### src/rtl/utf8s_pkg.sv
// Package for the UTF-8 stream sanitizer: byte classes, DFA state codes,
// and the validation transition table. No dependencies.
`timescale 1ns / 1ps

package utf8s_pkg;

    localparam int unsigned BYTE_W     = 8;
    localparam int unsigned STATE_W    = 4;
    localparam int unsigned HELD_DEPTH = 3;
    localparam int unsigned OBUF_DEPTH = 4;

    localparam logic [BYTE_W-1:0] REPL_CHAR = 8'h3F;
    localparam logic [BYTE_W-1:0] CONT_MASK = 8'hC0;
    localparam logic [BYTE_W-1:0] CONT_TAG  = 8'h80;

    // DFA state codes
    localparam logic [STATE_W-1:0] ST_ACCEPT = 4'd0;
    localparam logic [STATE_W-1:0] ST_REJECT = 4'd1;
    localparam logic [STATE_W-1:0] ST_LAST   = 4'd8;

    typedef logic [3:0] t_btype;

    // Byte classes
    localparam t_btype BT_ASCII = 4'd0;   // 00-7F
    localparam t_btype BT_CONT1 = 4'd1;   // 80-8F
    localparam t_btype BT_LEAD2 = 4'd2;   // C2-DF
    localparam t_btype BT_LEAD3 = 4'd3;   // E1-EC, EE-EF
    localparam t_btype BT_ED    = 4'd4;   // ED
    localparam t_btype BT_F4    = 4'd5;   // F4
    localparam t_btype BT_LEAD4 = 4'd6;   // F1-F3
    localparam t_btype BT_CONT3 = 4'd7;   // A0-BF
    localparam t_btype BT_BAD   = 4'd8;   // C0, C1, F5-FF
    localparam t_btype BT_CONT2 = 4'd9;   // 90-9F
    localparam t_btype BT_E0    = 4'd10;  // E0
    localparam t_btype BT_F0    = 4'd11;  // F0

    localparam logic [STATE_W-1:0] NEXT_STATE [0:8][0:15] = '{
        '{4'd0,4'd1,4'd2,4'd3,4'd5,4'd8,4'd7,4'd1,4'd1,4'd1,4'd4,4'd6,4'd1,4'd1,4'd1,4'd1},
        '{4'd1,4'd1,4'd1,4'd1,4'd1,4'd1,4'd1,4'd1,4'd1,4'd1,4'd1,4'd1,4'd1,4'd1,4'd1,4'd1},
        '{4'd1,4'd0,4'd1,4'd1,4'd1,4'd1,4'd1,4'd0,4'd1,4'd0,4'd1,4'd1,4'd1,4'd1,4'd1,4'd1},
        '{4'd1,4'd2,4'd1,4'd1,4'd1,4'd1,4'd1,4'd2,4'd1,4'd2,4'd1,4'd1,4'd1,4'd1,4'd1,4'd1},
        '{4'd1,4'd1,4'd1,4'd1,4'd1,4'd1,4'd1,4'd2,4'd1,4'd1,4'd1,4'd1,4'd1,4'd1,4'd1,4'd1},
        '{4'd1,4'd2,4'd1,4'd1,4'd1,4'd1,4'd1,4'd1,4'd1,4'd2,4'd1,4'd1,4'd1,4'd1,4'd1,4'd1},
        '{4'd1,4'd1,4'd1,4'd1,4'd1,4'd1,4'd1,4'd3,4'd1,4'd3,4'd1,4'd1,4'd1,4'd1,4'd1,4'd1},
        '{4'd1,4'd3,4'd1,4'd1,4'd1,4'd1,4'd1,4'd3,4'd1,4'd3,4'd1,4'd1,4'd1,4'd1,4'd1,4'd1},
        '{4'd1,4'd3,4'd1,4'd1,4'd1,4'd1,4'd1,4'd1,4'd1,4'd1,4'd1,4'd1,4'd1,4'd1,4'd1,4'd1}
    };

    function automatic t_btype byte_type(input logic [BYTE_W-1:0] b);
        t_btype t;
        if (b < 8'h80)       t = BT_ASCII;
        else if (b < 8'h90)  t = BT_CONT1;
        else if (b < 8'hA0)  t = BT_CONT2;
        else if (b < 8'hC0)  t = BT_CONT3;
        else if (b < 8'hC2)  t = BT_BAD;
        else if (b < 8'hE0)  t = BT_LEAD2;
        else if (b == 8'hE0) t = BT_E0;
        else if (b == 8'hED) t = BT_ED;
        else if (b < 8'hF0)  t = BT_LEAD3;
        else if (b == 8'hF0) t = BT_F0;
        else if (b < 8'hF4)  t = BT_LEAD4;
        else if (b == 8'hF4) t = BT_F4;
        else                 t = BT_BAD;
        return t;
    endfunction

    // States past the table are treated as reject.
    function automatic logic [STATE_W-1:0] next_state(input logic [STATE_W-1:0] cur,
                                                      input t_btype ty);
        logic [STATE_W-1:0] ns;
        if (cur > ST_LAST) ns = ST_REJECT;
        else               ns = NEXT_STATE[cur][ty];
        return ns;
    endfunction

endpackage

### src/rtl/utf8_stream_sanitizer.sv
// UTF-8 stream sanitizer top level: input register, DFA step, result buffer.
// Depends on utf8s_pkg.
`timescale 1ns / 1ps

// Usage
//   Slave channel: one raw byte per transfer on i_s_axis_tdata, i_s_axis_tlast
//   marks the final byte of a buffer. Master channel: one sanitized byte per
//   transfer on o_m_axis_tdata; o_m_axis_tuser flags an inserted '?', and
//   o_m_axis_tlast marks the final result caused by one input byte.
//   A byte yields zero results (held in a sequence, or a skipped continuation
//   after an error), one result, or up to four (a completed sequence plus the
//   bytes held for it). A tlast byte inside a sequence adds one '?'.
//   An accepted byte is registered in the input register, stepped through
//   the DFA, and its results are registered in the result buffer. Throughput:
//   one byte per cycle while each byte yields at most one result and the
//   master side is ready; a byte that yields n results occupies the result
//   buffer until all n drain, one result per cycle while the master is ready.
//   Stalls: while the master side stalls, the buffer holds its results and
//   one more byte waits in the input register; then o_s_axis_tready drops.
//   Reset (i_rst_n low, synchronous): the DFA returns to accept, held bytes
//   and the skip flag are dropped, and both registers empty. No clearing pass.
module utf8_stream_sanitizer
    import utf8s_pkg::*;
(
    input  logic                i_clk,
    input  logic                i_rst_n,
    input  logic                i_s_axis_tvalid,
    output logic                o_s_axis_tready,
    input  logic [BYTE_W-1:0]   i_s_axis_tdata,   // [7:0] data_byte
    input  logic                i_s_axis_tlast,   // end_of_buffer
    output logic                o_m_axis_tvalid,
    input  logic                i_m_axis_tready,
    output logic [BYTE_W-1:0]   o_m_axis_tdata,   // [7:0] out_byte
    output logic                o_m_axis_tuser,   // [0] is_replacement
    output logic                o_m_axis_tlast    // last_of_run
);

    localparam int unsigned CNT_W  = $clog2(OBUF_DEPTH + 1);
    localparam int unsigned HCNT_W = $clog2(HELD_DEPTH + 1);

    // input register
    logic                r_in_valid;
    logic [BYTE_W-1:0]   r_in_byte;
    logic                r_in_eob;

    // sequence state
    logic [STATE_W-1:0]  r_dfa;
    logic [BYTE_W-1:0]   r_held [HELD_DEPTH];
    logic [HCNT_W-1:0]   r_hcnt;
    logic                r_skip;

    // result buffer, head at entry 0
    logic [BYTE_W-1:0]   r_ob_byte [OBUF_DEPTH];
    logic                r_ob_rep  [OBUF_DEPTH];
    logic [CNT_W-1:0]    r_ob_cnt;

    logic                w_in_fire;
    logic                w_out_fire;
    logic                w_proc_fire;
    logic                w_is_cont;
    logic                w_skip_byte;
    logic [STATE_W-1:0]  w_ns;
    logic [1:0]          w_hidx;
    logic [BYTE_W-1:0]   w_ext [OBUF_DEPTH];

    logic [BYTE_W-1:0]   n_ld_byte [OBUF_DEPTH];
    logic                n_ld_rep  [OBUF_DEPTH];
    logic [CNT_W-1:0]    n_ld_cnt;
    logic [STATE_W-1:0]  n_dfa;
    logic [HCNT_W-1:0]   n_hcnt;
    logic                n_skip;
    logic                n_hold_wr;

    assign w_out_fire  = o_m_axis_tvalid & i_m_axis_tready;
    assign w_proc_fire = r_in_valid &
                         ((r_ob_cnt == '0) ||
                          (r_ob_cnt == CNT_W'(1) && w_out_fire) ||
                          (n_ld_cnt == '0));
    assign o_s_axis_tready = ~r_in_valid | w_proc_fire;
    assign w_in_fire       = i_s_axis_tvalid & o_s_axis_tready;

    assign w_is_cont   = (r_in_byte & CONT_MASK) == CONT_TAG;
    assign w_skip_byte = r_skip & w_is_cont;
    assign w_ns        = next_state(r_dfa, byte_type(r_in_byte));
    // count 3 never stores; kept consistent with the index rule anyway
    assign w_hidx      = r_hcnt[0] ? 2'd1 : (r_hcnt[1] ? 2'd2 : 2'd0);

    always_comb begin
        for (int i = 0; i < OBUF_DEPTH; i++) begin
            w_ext[i] = (i < HELD_DEPTH) ? r_held[i] : r_in_byte;
        end
    end

    always_comb begin
        for (int i = 0; i < OBUF_DEPTH; i++) begin
            n_ld_byte[i] = REPL_CHAR;
            n_ld_rep[i]  = 1'b1;
        end
        n_ld_cnt  = '0;
        n_dfa     = r_dfa;
        n_hcnt    = r_hcnt;
        n_skip    = r_skip;
        n_hold_wr = 1'b0;

        if (!w_skip_byte) begin
            n_skip = 1'b0;
            if (w_ns == ST_ACCEPT) begin
                // held bytes in order, then the current byte
                for (int i = 0; i < OBUF_DEPTH; i++) begin
                    n_ld_byte[i] = (CNT_W'(i) < CNT_W'(r_hcnt)) ? w_ext[i] : r_in_byte;
                    n_ld_rep[i]  = 1'b0;
                end
                n_ld_cnt = CNT_W'(r_hcnt) + CNT_W'(1);
                n_hcnt   = '0;
                n_dfa    = ST_ACCEPT;
            end else if (w_ns == ST_REJECT) begin
                n_ld_cnt = CNT_W'(1);
                n_hcnt   = '0;
                n_dfa    = ST_ACCEPT;
                n_skip   = 1'b1;
            end else begin
                n_hold_wr = 1'b1;
                n_hcnt    = r_hcnt + HCNT_W'(1);
                n_dfa     = w_ns;
            end
        end

        if (r_in_eob) begin
            // sequence cut short by the end of the buffer: one '?'
            if (n_dfa != ST_ACCEPT) begin
                n_ld_cnt = CNT_W'(1);
            end
            n_dfa  = ST_ACCEPT;
            n_hcnt = '0;
            n_skip = 1'b0;
        end
    end

    always_ff @(posedge i_clk) begin
        if (!i_rst_n) begin
            r_in_valid <= 1'b0;
        end else if (w_in_fire) begin
            r_in_valid <= 1'b1;
        end else if (w_proc_fire) begin
            r_in_valid <= 1'b0;
        end
    end

    always_ff @(posedge i_clk) begin
        if (w_in_fire) begin
            r_in_byte <= i_s_axis_tdata;
            r_in_eob  <= i_s_axis_tlast;
        end
    end

    always_ff @(posedge i_clk) begin
        if (!i_rst_n) begin
            r_dfa  <= ST_ACCEPT;
            r_hcnt <= '0;
            r_skip <= 1'b0;
        end else if (w_proc_fire) begin
            r_dfa  <= n_dfa;
            r_hcnt <= n_hcnt;
            r_skip <= n_skip;
        end
    end

    always_ff @(posedge i_clk) begin
        if (w_proc_fire && n_hold_wr) begin
            r_held[w_hidx] <= r_in_byte;
        end
    end

    always_ff @(posedge i_clk) begin
        if (!i_rst_n) begin
            r_ob_cnt <= '0;
        end else if (w_proc_fire && n_ld_cnt != '0) begin
            r_ob_cnt <= n_ld_cnt;
        end else if (w_out_fire) begin
            r_ob_cnt <= r_ob_cnt - CNT_W'(1);
        end
    end

    always_ff @(posedge i_clk) begin
        if (w_proc_fire && n_ld_cnt != '0) begin
            for (int i = 0; i < OBUF_DEPTH; i++) begin
                r_ob_byte[i] <= n_ld_byte[i];
                r_ob_rep[i]  <= n_ld_rep[i];
            end
        end else if (w_out_fire) begin
            for (int i = 0; i < OBUF_DEPTH - 1; i++) begin
                r_ob_byte[i] <= r_ob_byte[i+1];
                r_ob_rep[i]  <= r_ob_rep[i+1];
            end
        end
    end

    assign o_m_axis_tvalid = r_ob_cnt != '0;
    assign o_m_axis_tdata  = r_ob_byte[0];
    assign o_m_axis_tuser  = r_ob_rep[0];
    assign o_m_axis_tlast  = r_ob_cnt == CNT_W'(1);

endmodule

### config.mk
export PLATFORM = sky130hd
export DESIGN_NAME = utf8_stream_sanitizer
export DESIGN_NICKNAME = d
export VERILOG_FILES = /design/src/rtl/utf8s_pkg.sv /design/src/rtl/utf8_stream_sanitizer.sv
export SDC_FILE = /design/constraint.sdc
export NUM_CORES = 1
export LEC_CHECK = 0
export ABC_AREA = 1
export BUFFER_PORTS_ARGS = -buffer_cell sky130_fd_sc_hd__buf_2
export CAP_MARGIN = 30
export CORE_MARGIN = 5
export CORE_UTILIZATION = 31
export CTS_BUF_LIST = sky130_fd_sc_hd__clkbuf_4 sky130_fd_sc_hd__clkbuf_8
export DETAILED_ROUTE_END_ITERATION = 8
export PLACE_DENSITY = 0.6
export SYNTH_ARGS = -nofsm -noshare
export SYNTH_HDL_FRONTEND = slang
export SYNTH_SLANG_ARGS = --single-unit
### constraint.sdc
create_clock -name i_clk -period 2.95 [get_ports i_clk]
set_input_delay 0.1475 -clock i_clk [delete_from_list [all_inputs] [get_ports i_clk]]
set_output_delay 0.1475 -clock i_clk [all_outputs]
set_load 0.005 [all_outputs]
==> flow_summary.json, run 1 <==
{
  "start_kind": "flip-flop",
  "dieArea_mm2": 0.01547,
  "final-hold-violation-count": 0,
  "cts_tree": "yes",
  "routabilityCongestion": 0.8805,
  "antenna_found_initial": 0,
  "critPathKind": "flip-flop to flip-flop",
  "fp.dieW_um": 124.4,
  "dr.pass1.iters": 4,
  "wl_met2_um": 4482,
  "synth_seq_area_share": 0.5651,
  "cts-root-buf": "clkbuf_8",
  "violations": "setup timing",
  "p_leak_uw": 0.002173,
  "yosys.area_share.simple": 0.2101,
  "drt-vias-per-instance": 4.624,
  "maxCapViolations": 0,
  "vias": 3172,
  "synthAdderAreaFrac": 0.02159,
  "synth_xor_area_frac": 0.002159,
  "hold_ws_ps": 87.28,
  "dp_hpwl_um": 6137,
  "clock_skew_ps": 14.27,
  "row_count": 41,
  "syn_area_per_cell_um2": 9.390,
  "max_freq_ghz": 0.3276,
  "clkTransAtPathRegs_ps": 80,
  "crit_fanout": 8,
  "setup_ws_ps": -102.5,
  "period_share": 1.035,
  "worstPathArrival_ps": 3120,
  "die_y_um": 124.4,
  "setup_violations": 90,
  "synth_nets": 452,
  "final_common_cell": "nand2_1",
  "ys_top_cells_by_area": "edfxtp_1 51%, nand2_1 7.9%, dfxtp_1 5.4%",
  "powerDensity_mw_per_mm2": 920.7,
  "grt_pass1_wl_um": 14240,
  "diodes": 0,
  "required_ps": 3010,
  "final_cell_mix": "73 x nand2_1, 69 x edfxtp_1, 40 x inv_1",
  "status": "complete, but fails checks",
  "synth_top_area_share": 0.5108,
  "crit_path_end_kind": "flip-flop",
  "core_mm2": 0.01272,
  "grt_max_degree": 31,
  "ys_types": 29,
  "grt_pass1_vias": 3005,
  "pin_count": 25,
  "synth-compound-area-share": 0.1237,
  "synth_top_family_by_area": "simple AND/OR/NAND/NOR gates",
  "grt_overflow_total": 0,
  "worst_pin_slew_ps": 571.4,
  "syn_inst": 432,
  "drtAntennaViolNets": 0,
  "clock-sinks": 80,
  "track_usage": 0.1107,
  "start_util": 0.3188,
  "slew_violations": 0,
  "synth_top_flop_cell": "edfxtp_1",
  "area_growth_pct": 33.37,
  "numPortBuffers": 24,
  "yosysTopAreaCell": "edfxtp_1",
  "cts_buffer_depth": 2,
  "routed.top_layer": "met4",
  "nNetsFinal": 529,
  "cts_made_buffers": 9,
  "drive_gt1_frac": 0.3580,
  "fillCellCount": 1237,
  "synth_warnings": 0,
  "drc": 0,
  "dpl_worst_slack_ps": -129.3,
  "synth_area_mm2": 0.004056,
  "min_path_cells": 3,
  "hold_class": "input pin to flip-flop",
  "r2r_cells": 22,
  "clock_latency_ps": 360,
  "rsz0062_at_grt": "true",
  "wl_um": 9096,
  "wl_met3_um": 372,
  "synth_edf_count": 69,
  "synth_seq_cells": 80,
  "vdd_ir_drop_max_v": 0.0002991,
  "wl_per_cell_um": 13.26,
  "cts_htree_levels": 3,
  "period_minus_slack_ps": 3053,
  "synthArstFlopShare": 0,
  "max_slew_margin": 0.6186,
  "synth.area.mux_share": 0,
  "dr.first_iter.drc_count": 155,
  "route.layer.met1.wl_um": 4130
}
-- synthesized netlist by cell type (3+ instances only) --
| library cell | count |
|---|---|
| nand3_1 | 44 |
| inv_1 | 43 |
| a22oi_1 | 6 |
| nand2_1 | 85 |
| clkbuf_1 | 6 |
| nor2_1 | 51 |
| a21oi_1 | 25 |
| buf_4 | 10 |
| o21ai_0 | 28 |
| o211ai_1 | 4 |
| buf_6 | 3 |
| a21oi_2 | 15 |
| nand2_2 | 6 |
| ha_1 | 7 |
| inv_2 | 3 |
| dfxtp_1 | 11 |
| edfxtp_1 | 69 |
-- timing repair --
action                     in CTS  in global routing
resized for setup               6                 82
hold buffers                    9                  0
buffers inserted                4                 14
hold endpoints to repair        9                  0
pin swaps                       4                 20
setup endpoints to repair      43                105
gates cloned                    0                  5
-- worst paths after layout --
check / to / slack [ps] / from
min reg2reg: r_skip$_SDFFE_PN0P_ / 520 / r_skip$_SDFFE_PN0P_
min: r_in_valid$_SDFFE_PN0P_ / 90 / i_s_axis_tvalid
max reg2reg: r_held[1][3]$_DFFE_PP_ / -100 / r_in_byte[3]$_DFFE_PP_
max: r_held[1][3]$_DFFE_PP_ / -100 / r_in_byte[3]$_DFFE_PP_
-- layer usage --
layer,GRT usage,vias up
met3,0.03774,6
met4,0.02708,0
met2,0.1762,71
met5,0,-
li1,-,1617
met1,0.1452,1478
-- metrics by stage --
step,instance area (um2),TNS (ps),total power [uW],utilization,instances
global route,5410,-26150,5311,0.4253,686
finish,5410,-4807,4981,0.4253,686
global placement,4548,0,3506,0.3575,638
detailed placement,4548,-3307,3555,0.3575,638
CTS,4913,0,4512,0.3862,667
floorplan,4059,-166.2,3035,-,432
-- cells by family after synthesis --
group                      after synthesis
adders and majority gates                7
DFF                                     80
AOI/OAI and AO/OA                       82
and+or+nand+nor                        195
xor gates and xnor gates                 1
buffers and inverters                   67
-- worst max-delay path, cell delays in order, from the launching register on --
cell and delay (ps):
edfxtp_1 470, nor2_4 200, inv_1 80, nand2_2 80, nand3_2 90, nand2_2 100, nand2_4 90, nand2_2 80
nand2_2 50, nor2_1 110, nor2_1 60, nor2_2 140, nand2_1 90, nand2_2 130, inv_2 50, o211ai_1 120
nand3_2 150, nand2_2 120, nand2_2 80, inv_4 80, nand3_4 90, nor3_2 130, buf_4 190
-- state kept, by name, indices dropped and copies added (netlist names) --
register,count
r_dfa,4
r_held,24
r_ob_rep,4
r_in_valid,1
r_in_byte,8
r_skip,1
r_in_eob,1
r_ob_cnt,3
r_hcnt,2
r_ob_byte,32
-- where the power goes --
group	internal (uW)	leakage (uW)	total, uW	switching [uW]
clock network	496	0.000108	898	402
registers	1640	0.000705	1770	125
logic	965	0.00136	2310	1350
-- final cells by class --
type	count	area, um2	area share
Clock inverter	5	80.08	0.01480
Tap cell	172	215.2	0.03978
Timing Repair Buffer	86	763.2	0.1411
Multi-Input combinational cell	286	1745	0.3226
Inverter	46	175.2	0.03238
Clock buffer	11	138.9	0.02567
Sequential cell	80	2292	0.4237
Note: power is estimated with default switching activity, not from simulation.
==> run 2: changes to the inputs <==
--- a/config.mk
+++ b/config.mk
@@ -9,10 +9,10 @@
 export BUFFER_PORTS_ARGS = -buffer_cell sky130_fd_sc_hd__buf_2
 export CAP_MARGIN = 30
 export CORE_MARGIN = 5
-export CORE_UTILIZATION = 31
+export CORE_UTILIZATION = 50
 export CTS_BUF_LIST = sky130_fd_sc_hd__clkbuf_4 sky130_fd_sc_hd__clkbuf_8
 export DETAILED_ROUTE_END_ITERATION = 8
-export PLACE_DENSITY = 0.6
+export PLACE_DENSITY = 0.82
 export SYNTH_ARGS = -nofsm -noshare
 export SYNTH_HDL_FRONTEND = slang
 export SYNTH_SLANG_ARGS = --single-unit
==> run 2 against run 1 <==
Net effect:
- the flow still finishes with violations (setup timing)
- highest routed layer unchanged
- utilization grew 24 points
- design area shrank 3.6%
- flip-flop and latch count is the same
- sequential share of layout area grew 1.6 points
- register-to-register slack lost 50 ps
- critical path depth shrank 1
- via count grew 2.8%
- combinational power grew 4%
- total power shrank 1.7%
- first-iteration DRC count grew 46%
==> flow_summary.json, run 2 (same netlist as run 1, synthesis figures left out) <==
{
  "endpoint": "r_ob_byte[0][18]$_DFFE_PP_",
  "clock_skew_ps": 9.223,
  "multi_input_comb_area_mm2": 0.001772,
  "wl_per_cell_um": 15.30,
  "cp_slowest_stage_delay_ps": 490,
  "rsz0062_at_grt": "true",
  "powerDensity_mw_per_mm2": 939.6,
  "worst-path-stages": 21,
  "antenna_found_initial": 0,
  "largest_reg_flops": 32,
  "worst_pin_slew_ps": 760.6,
  "die_y_um": 100.1,
  "pin_count": 25,
  "crit_path_end_kind": "flip-flop",
  "diodes": 0,
  "crit_chain": "nand2_2, nor2_2, nand2_2, nand4_1, nand2_2, nand2_2, nor2_2, nor2_1, nor2_1, nand2_1, nand2_4, inv_2, o211ai_1, buf_4, nand3_4, buf_12, nand3_4, nand2_8, clkbuf_16, nor2_4, a21oi_2",
  "critPathLaunch": "r_in_byte[5]$_DFFE_PP_",
  "max_slew_margin": 0.4876,
  "row_count": 32,
  "period_share": 1.053,
  "hold_class": "input pin to flip-flop",
  "track_usage": 0.1677,
  "pwr-share-seq": 0.364,
  "crit_fanout": 8,
  "worst-path-buf-inv": 4,
  "setup_tns_ps": -9327,
  "crit_top_cell": "nand2_2",
  "regArea_mm2": 0.002292,
  "final_common_cell": "nand2_1",
  "grt_overflow_total": 0,
  "p_int_uw": 2914,
  "critPathKind": "flip-flop to flip-flop",
  "min_path_cells": 3,
  "p_leak_uw": 0.002064,
  "grt_max_degree": 31,
  "r2r_cells": 21,
  "area_growth_pct": 28.53,
  "cts_tree": "yes",
  "fillCellCount": 563,
  "start_kind": "flip-flop",
  "required_ps": 3060,
  "dr.pass1.iters": 6,
  "switching_share": 0.4052,
  "cts_htree_levels": 3,
  "placed_cell_area_mm2": 0.004370,
  "nNetsFinal": 525,
  "status": "complete, but fails checks",
  "start_util": 0.5196,
  "fp.dieW_um": 100.1,
  "clock_latency_ps": 350,
  "wl_um": 9333,
  "drc": 0,
  "grt_pass1_wl_um": 13390,
  "dr.first_iter.drc_count": 226,
  "cts-root-buf": "clkbuf_8",
  "netSwitchingPower_uw": 1985,
  "clock-sinks": 80,
  "vias": 3262,
  "routabilityCongestion": 0.8943,
  "violations": "setup timing",
  "setup_ws_ps": -157.3,
  "numPortBuffers": 24,
  "cts_buffer_depth": 2,
  "grt_pass1_vias": 2965,
  "final-hold-violation-count": 0,
  "drive_gt1_frac": 0.3406,
  "final_cell_mix": "73 x nand2_1, 69 x edfxtp_1, 38 x inv_1",
  "core_mm2": 0.007807,
  "pwr-share-clk": 0.143,
  "r2r_start": "r_in_byte[5]$_DFFE_PP_",
  "setup_violations": 100,
  "comb_power_share": 0.493,
  "max_freq_ghz": 0.3218,
  "period_minus_slack_ps": 3107,
  "drtAntennaViolNets": 0,
  "worstPathArrival_ps": 3220,
  "vdd_ir_drop_max_v": 0.0003917,
  "clkTransAtPathRegs_ps": 80,
  "cp_slowest_cell": "edfxtp_1",
  "critPathTopFamily": "simple AND/OR/NAND/NOR gates",
  "dieArea_mm2": 0.01001,
  "design_area_mm2": 0.005214,
  "drt-vias-per-instance": 5.348,
  "largestRegisters": "r_ob_byte (32), r_held (24), r_in_byte (8)",
  "timing.rr.end": "r_ob_byte[0][18]$_DFFE_PP_",
  "dp_hpwl_um": 5542,
  "cts_made_buffers": 9,
  "slew_violations": 0,
  "largest-register": "r_ob_byte",
  "reg2reg_slack_ps": -160,
  "maxCapViolations": 0
}
==> run 2: worst reg2reg max path, cell delays in order (launching register included) <==
cell and delay, ps:
edfxtp_1 490, nand2_2 120, nor2_2 60, nand2_2 100, nand4_1 170, nand2_2 190
nand2_2 70, nor2_2 90, nor2_1 50, nor2_1 160, nand2_1 110, nand2_4 120
inv_2 50, o211ai_1 80, buf_4 170, nand3_4 90, buf_12 140, nand3_4 140
nand2_8 120, clkbuf_16 220, nor2_4 100, a21oi_2 40
==> run 2: per-layer routing <==
metal,track usage,part of all wire,vias to the layer above
li1,-,-,1606
met1,0.2163,0.41,1541
met2,0.2801,0.53,102
met3,0.02919,0.048,13
met4,0.06943,0.015,0
met5,0,0,-
==> run 2: layout make-up <==
class | count | share of cell area
inverters | 46 | 0.03456
clock buffers | 9 | 0.02376
clock inverters | 5 | 0.006719
well taps | 102 | 0.02448
multi-input cells | 287 | 0.3398
flip-flops and latches | 80 | 0.4396
repair buffers | 79 | 0.1281
repair inverters | 2 | 0.002880
==> run 2: per-stage QoR <==
stage / utilization / setup WS [ps] / total power (uW) / hold WS (ps) / cells
3_3_place_gp: 0.5598 / 64.46 / 3381 / 324.1 / 561
4_1_cts: 0.6003 / 10.69 / 4201 / 88.90 / 590
3_5_place_dp: 0.5598 / -138.4 / 3446 / 325.6 / 561
6_report: 0.6678 / -157.3 / 4899 / 113.8 / 610
5_1_grt: 0.6678 / -333.2 / 5192 / 130.4 / 610
2_1_floorplan: - / -10.46 / 3035 / 246.4 / 432
==> run 2: worst min-delay path by stage <==
| stage | start | end | slack (ps) |
|---|---|---|---|
| after floorplan | i_s_axis_tdata[0] | r_in_byte[0]$_DFFE_PP_ | 250 |
| after global placement | i_s_axis_tdata[0] | r_in_byte[0]$_DFFE_PP_ | 320 |
| after detailed placement | i_s_axis_tdata[0] | r_in_byte[0]$_DFFE_PP_ | 330 |
| after CTS | i_s_axis_tvalid | r_in_valid$_SDFFE_PN0P_ | 90 |
| after global routing | i_rst_n | r_hcnt[0]$_SDFFE_PN0P_ | 130 |
| final | i_rst_n | r_ob_cnt[0]$_SDFFE_PN0P_ | 110 |
==> run 2: power groups by stage <==
stage | clock network [uW] | logic, uW | registers [uW]
finish | 702 | 2410 | 1780
global route | 752 | 2620 | 1820
CTS | 707 | 1750 | 1740
detailed placement | 0 | 1680 | 1770
global placement | 0 | 1630 | 1750
floorplan | 0 | 1270 | 1760
==> run 2: repair_timing <==
action,in CTS,in global routing
hold buffers,9,0
cloned,0,8
gates resized for setup,8,81
setup endpoints to repair,51,106
setup buffers,6,12
endpoints found under the hold margin,9,0
pin swaps,7,21
==> run 3: changes to the inputs <==
--- a/config.mk
+++ b/config.mk
@@ -12,6 +12,7 @@
 export CORE_UTILIZATION = 50
 export CTS_BUF_LIST = sky130_fd_sc_hd__clkbuf_4 sky130_fd_sc_hd__clkbuf_8
 export DETAILED_ROUTE_END_ITERATION = 8
+export MAX_ROUTING_LAYER = met4
 export PLACE_DENSITY = 0.82
 export SYNTH_ARGS = -nofsm -noshare
 export SYNTH_HDL_FRONTEND = slang
==> run 3 against run 2 <==
Net effect:
- the run still ends with setup timing left
- critical path type unchanged
- maximum frequency rose by 1.1%
- clock-buffer cell count did not move
- global-route usage rose by 0.48 points
==> flow_summary.json, run 3 (same netlist as run 1, synthesis figures left out) <==
{
  "die_y_um": 100.1,
  "area_growth_pct": 30.91,
  "placed_cell_area_mm2": 0.004370,
  "largest-register": "r_ob_byte",
  "slew_violations": 0,
  "largestRegisters": "r_ob_byte (32), r_held (24), r_in_byte (8)",
  "wl_um": 9370,
  "fp.dieW_um": 100.1,
  "setup_ws_ps": -122.7,
  "antenna_found_initial": 0,
  "hold_class": "input pin to flip-flop",
  "clock_latency_ps": 360,
  "largest_reg_flops": 32,
  "required_ps": 3020,
  "grt_pass1_wl_um": 13410,
  "min_path_cells": 3,
  "wl_per_cell_um": 15.14,
  "powerDensity_mw_per_mm2": 937.5,
  "row_count": 32,
  "grt_overflow_total": 0,
  "worst_pin_slew_ps": 505.9,
  "clock_skew_ps": 12.55,
  "period_minus_slack_ps": 3073,
  "maxCapViolations": 0,
  "cts_htree_levels": 3,
  "drc": 0,
  "critPathKind": "flip-flop to flip-flop",
  "clock-sinks": 80,
  "min_to": "r_hcnt[1]$_SDFFE_PN0P_",
  "max_slew_margin": 0.6592,
  "routabilityCongestion": 0.9095,
  "r2r_cells": 21,
  "p_int_uw": 2988,
  "pwr-share-seq": 0.357,
  "crit_path_end_kind": "flip-flop",
  "crit_fanout": 8,
  "start_kind": "flip-flop",
  "dr.pass1.iters": 5,
  "min-delay-start": "i_rst_n",
  "violations": "setup timing",
  "met3_usage": 0.02849,
  "start_util": 0.5196,
  "vdd_ir_drop_max_v": 0.0003729,
  "fillCellCount": 552,
  "drt-vias-per-instance": 5.389,
  "dp_hpwl_um": 5542,
  "worstPathArrival_ps": 3140,
  "track_usage": 0.1725,
  "r2r_start": "r_in_byte[1]$_DFFE_PP_",
  "cts_made_buffers": 9,
  "p_leak_uw": 0.002125,
  "pwr-share-clk": 0.142,
  "grt_pass1_vias": 2970,
  "grt.met1_usage": 0.2163,
  "clkTransAtPathRegs_ps": 90,
  "switching_share": 0.3998,
  "diodes": 0,
  "grt_max_degree": 31,
  "final-hold-violation-count": 0,
  "rsz0062_at_grt": "true",
  "dr.first_iter.drc_count": 254,
  "netSwitchingPower_uw": 1990,
  "numPortBuffers": 24,
  "pin_count": 25,
  "setup_violations": 45,
  "critPathLaunch": "r_in_byte[1]$_DFFE_PP_",
  "drtAntennaViolNets": 0,
  "drive_gt1_frac": 0.3656,
  "core_mm2": 0.007807,
  "dieArea_mm2": 0.01001,
  "status": "complete, but fails checks",
  "max_freq_ghz": 0.3254,
  "cts_tree": "yes",
  "period_share": 1.042,
  "cts-root-buf": "clkbuf_8",
  "final_cell_mix": "69 x nand2_1, 69 x edfxtp_1, 45 x buf_4",
  "grt_use_met2": 0.2801,
  "reg2reg_slack_ps": -120,
  "nNetsFinal": 534,
  "design_area_mm2": 0.005310,
  "comb_power_share": 0.501,
  "vias": 3336,
  "gr-max-usage-layer": "met2",
  "setup_tns_ps": -3091,
  "cts_buffer_depth": 2,
  "timing.rr.end": "r_held[1][1]$_DFFE_PP_"
}
-- run 3: cell types whose count changed in the layout (fill, tap and decap cells not counted), moves of 2 or more --
cell / change
nand2_2: +2
nor2_2: +3
nand3_1: -2
buf_6: +2
nor2_4: -3
nand2_1: -4
buf_4: +9
-- run 3: per-layer routing --
metal	share of wire	vias up
met5	0	-
met4	0.027	0
met3	0.044	23
met2	0.52	107
met1	0.41	1579
li1	-	1627
-- run 3: worst max-delay path: stages (launching register included) --
cell and delay [ps]:
edfxtp_1 480, nor2_4 180, nand2_2 80, nand2_1 60, nand4_1 140, nand2_2 180, nand2_2 70, nor2_2 90
nor2_1 50, nor2_1 150, nand2_1 120, nand2_4 120, inv_2 50, o211ai_1 90, buf_4 170, nand3_4 90
nand2_2 90, nand2_2 60, inv_2 90, nand3_4 80, nor3_2 170, buf_4 190
-- run 3: worst max path at each step --
stage	to	depth (start not counted)
floorplan	r_held[0][0]$_DFFE_PP_	19
global placement	r_held[0][4]$_DFFE_PP_	20
detailed placement	r_held[0][3]$_DFFE_PP_	18
CTS	r_held[0][2]$_DFFE_PP_	22
global route	o_s_axis_tready	18
finish	r_held[1][1]$_DFFE_PP_	21
-- run 3: cell type report --
class                           count  area, um2  area share
Clock buffer                        9      123.9     0.02333
Clock inverter                      5      35.03    0.006598
Inverter                           46      180.2     0.03393
Multi-Input combinational cell    285       1778      0.3348
Sequential cell                    80       2292      0.4317
Tap cell                          102      127.6     0.02403
Timing Repair Buffer               90      758.2      0.1428
Timing Repair inverter              2      15.01    0.002828
-- run 3: power by group through the flow --
stage	Combinational (uW)	Clock (uW)	Sequential (uW)
2_1_floorplan	1270	0	1760
3_3_place_gp	1630	0	1750
3_5_place_dp	1680	0	1770
4_1_cts	1750	707	1740
5_1_grt	2720	759	1810
6_report	2490	708	1770
-- run 3: through the flow --
step | utilization | hold slack, ps | std cells | setup WS, ps | power [uW]
floorplan | - | 246.4 | 432 | -10.46 | 3035
global route | 0.6801 | 148.4 | 619 | -292.5 | 5284
detailed placement | 0.5598 | 325.6 | 561 | -138.4 | 3446
finish | 0.6801 | 107.5 | 619 | -122.7 | 4978
CTS | 0.6003 | 88.90 | 590 | 10.69 | 4201
global placement | 0.5598 | 324.1 | 561 | 64.46 | 3381
-- run 3: timing repair --
| action | CTS | global route |
|---|---|---|
| setup buffers | 6 | 23 |
| endpoints found under the setup margin | 51 | 106 |
| pin swaps | 7 | 21 |
| hold buffers | 9 | 0 |
| gates cloned | 0 | 6 |
| hold endpoints to repair | 9 | 0 |
| gates resized for setup | 8 | 96 |
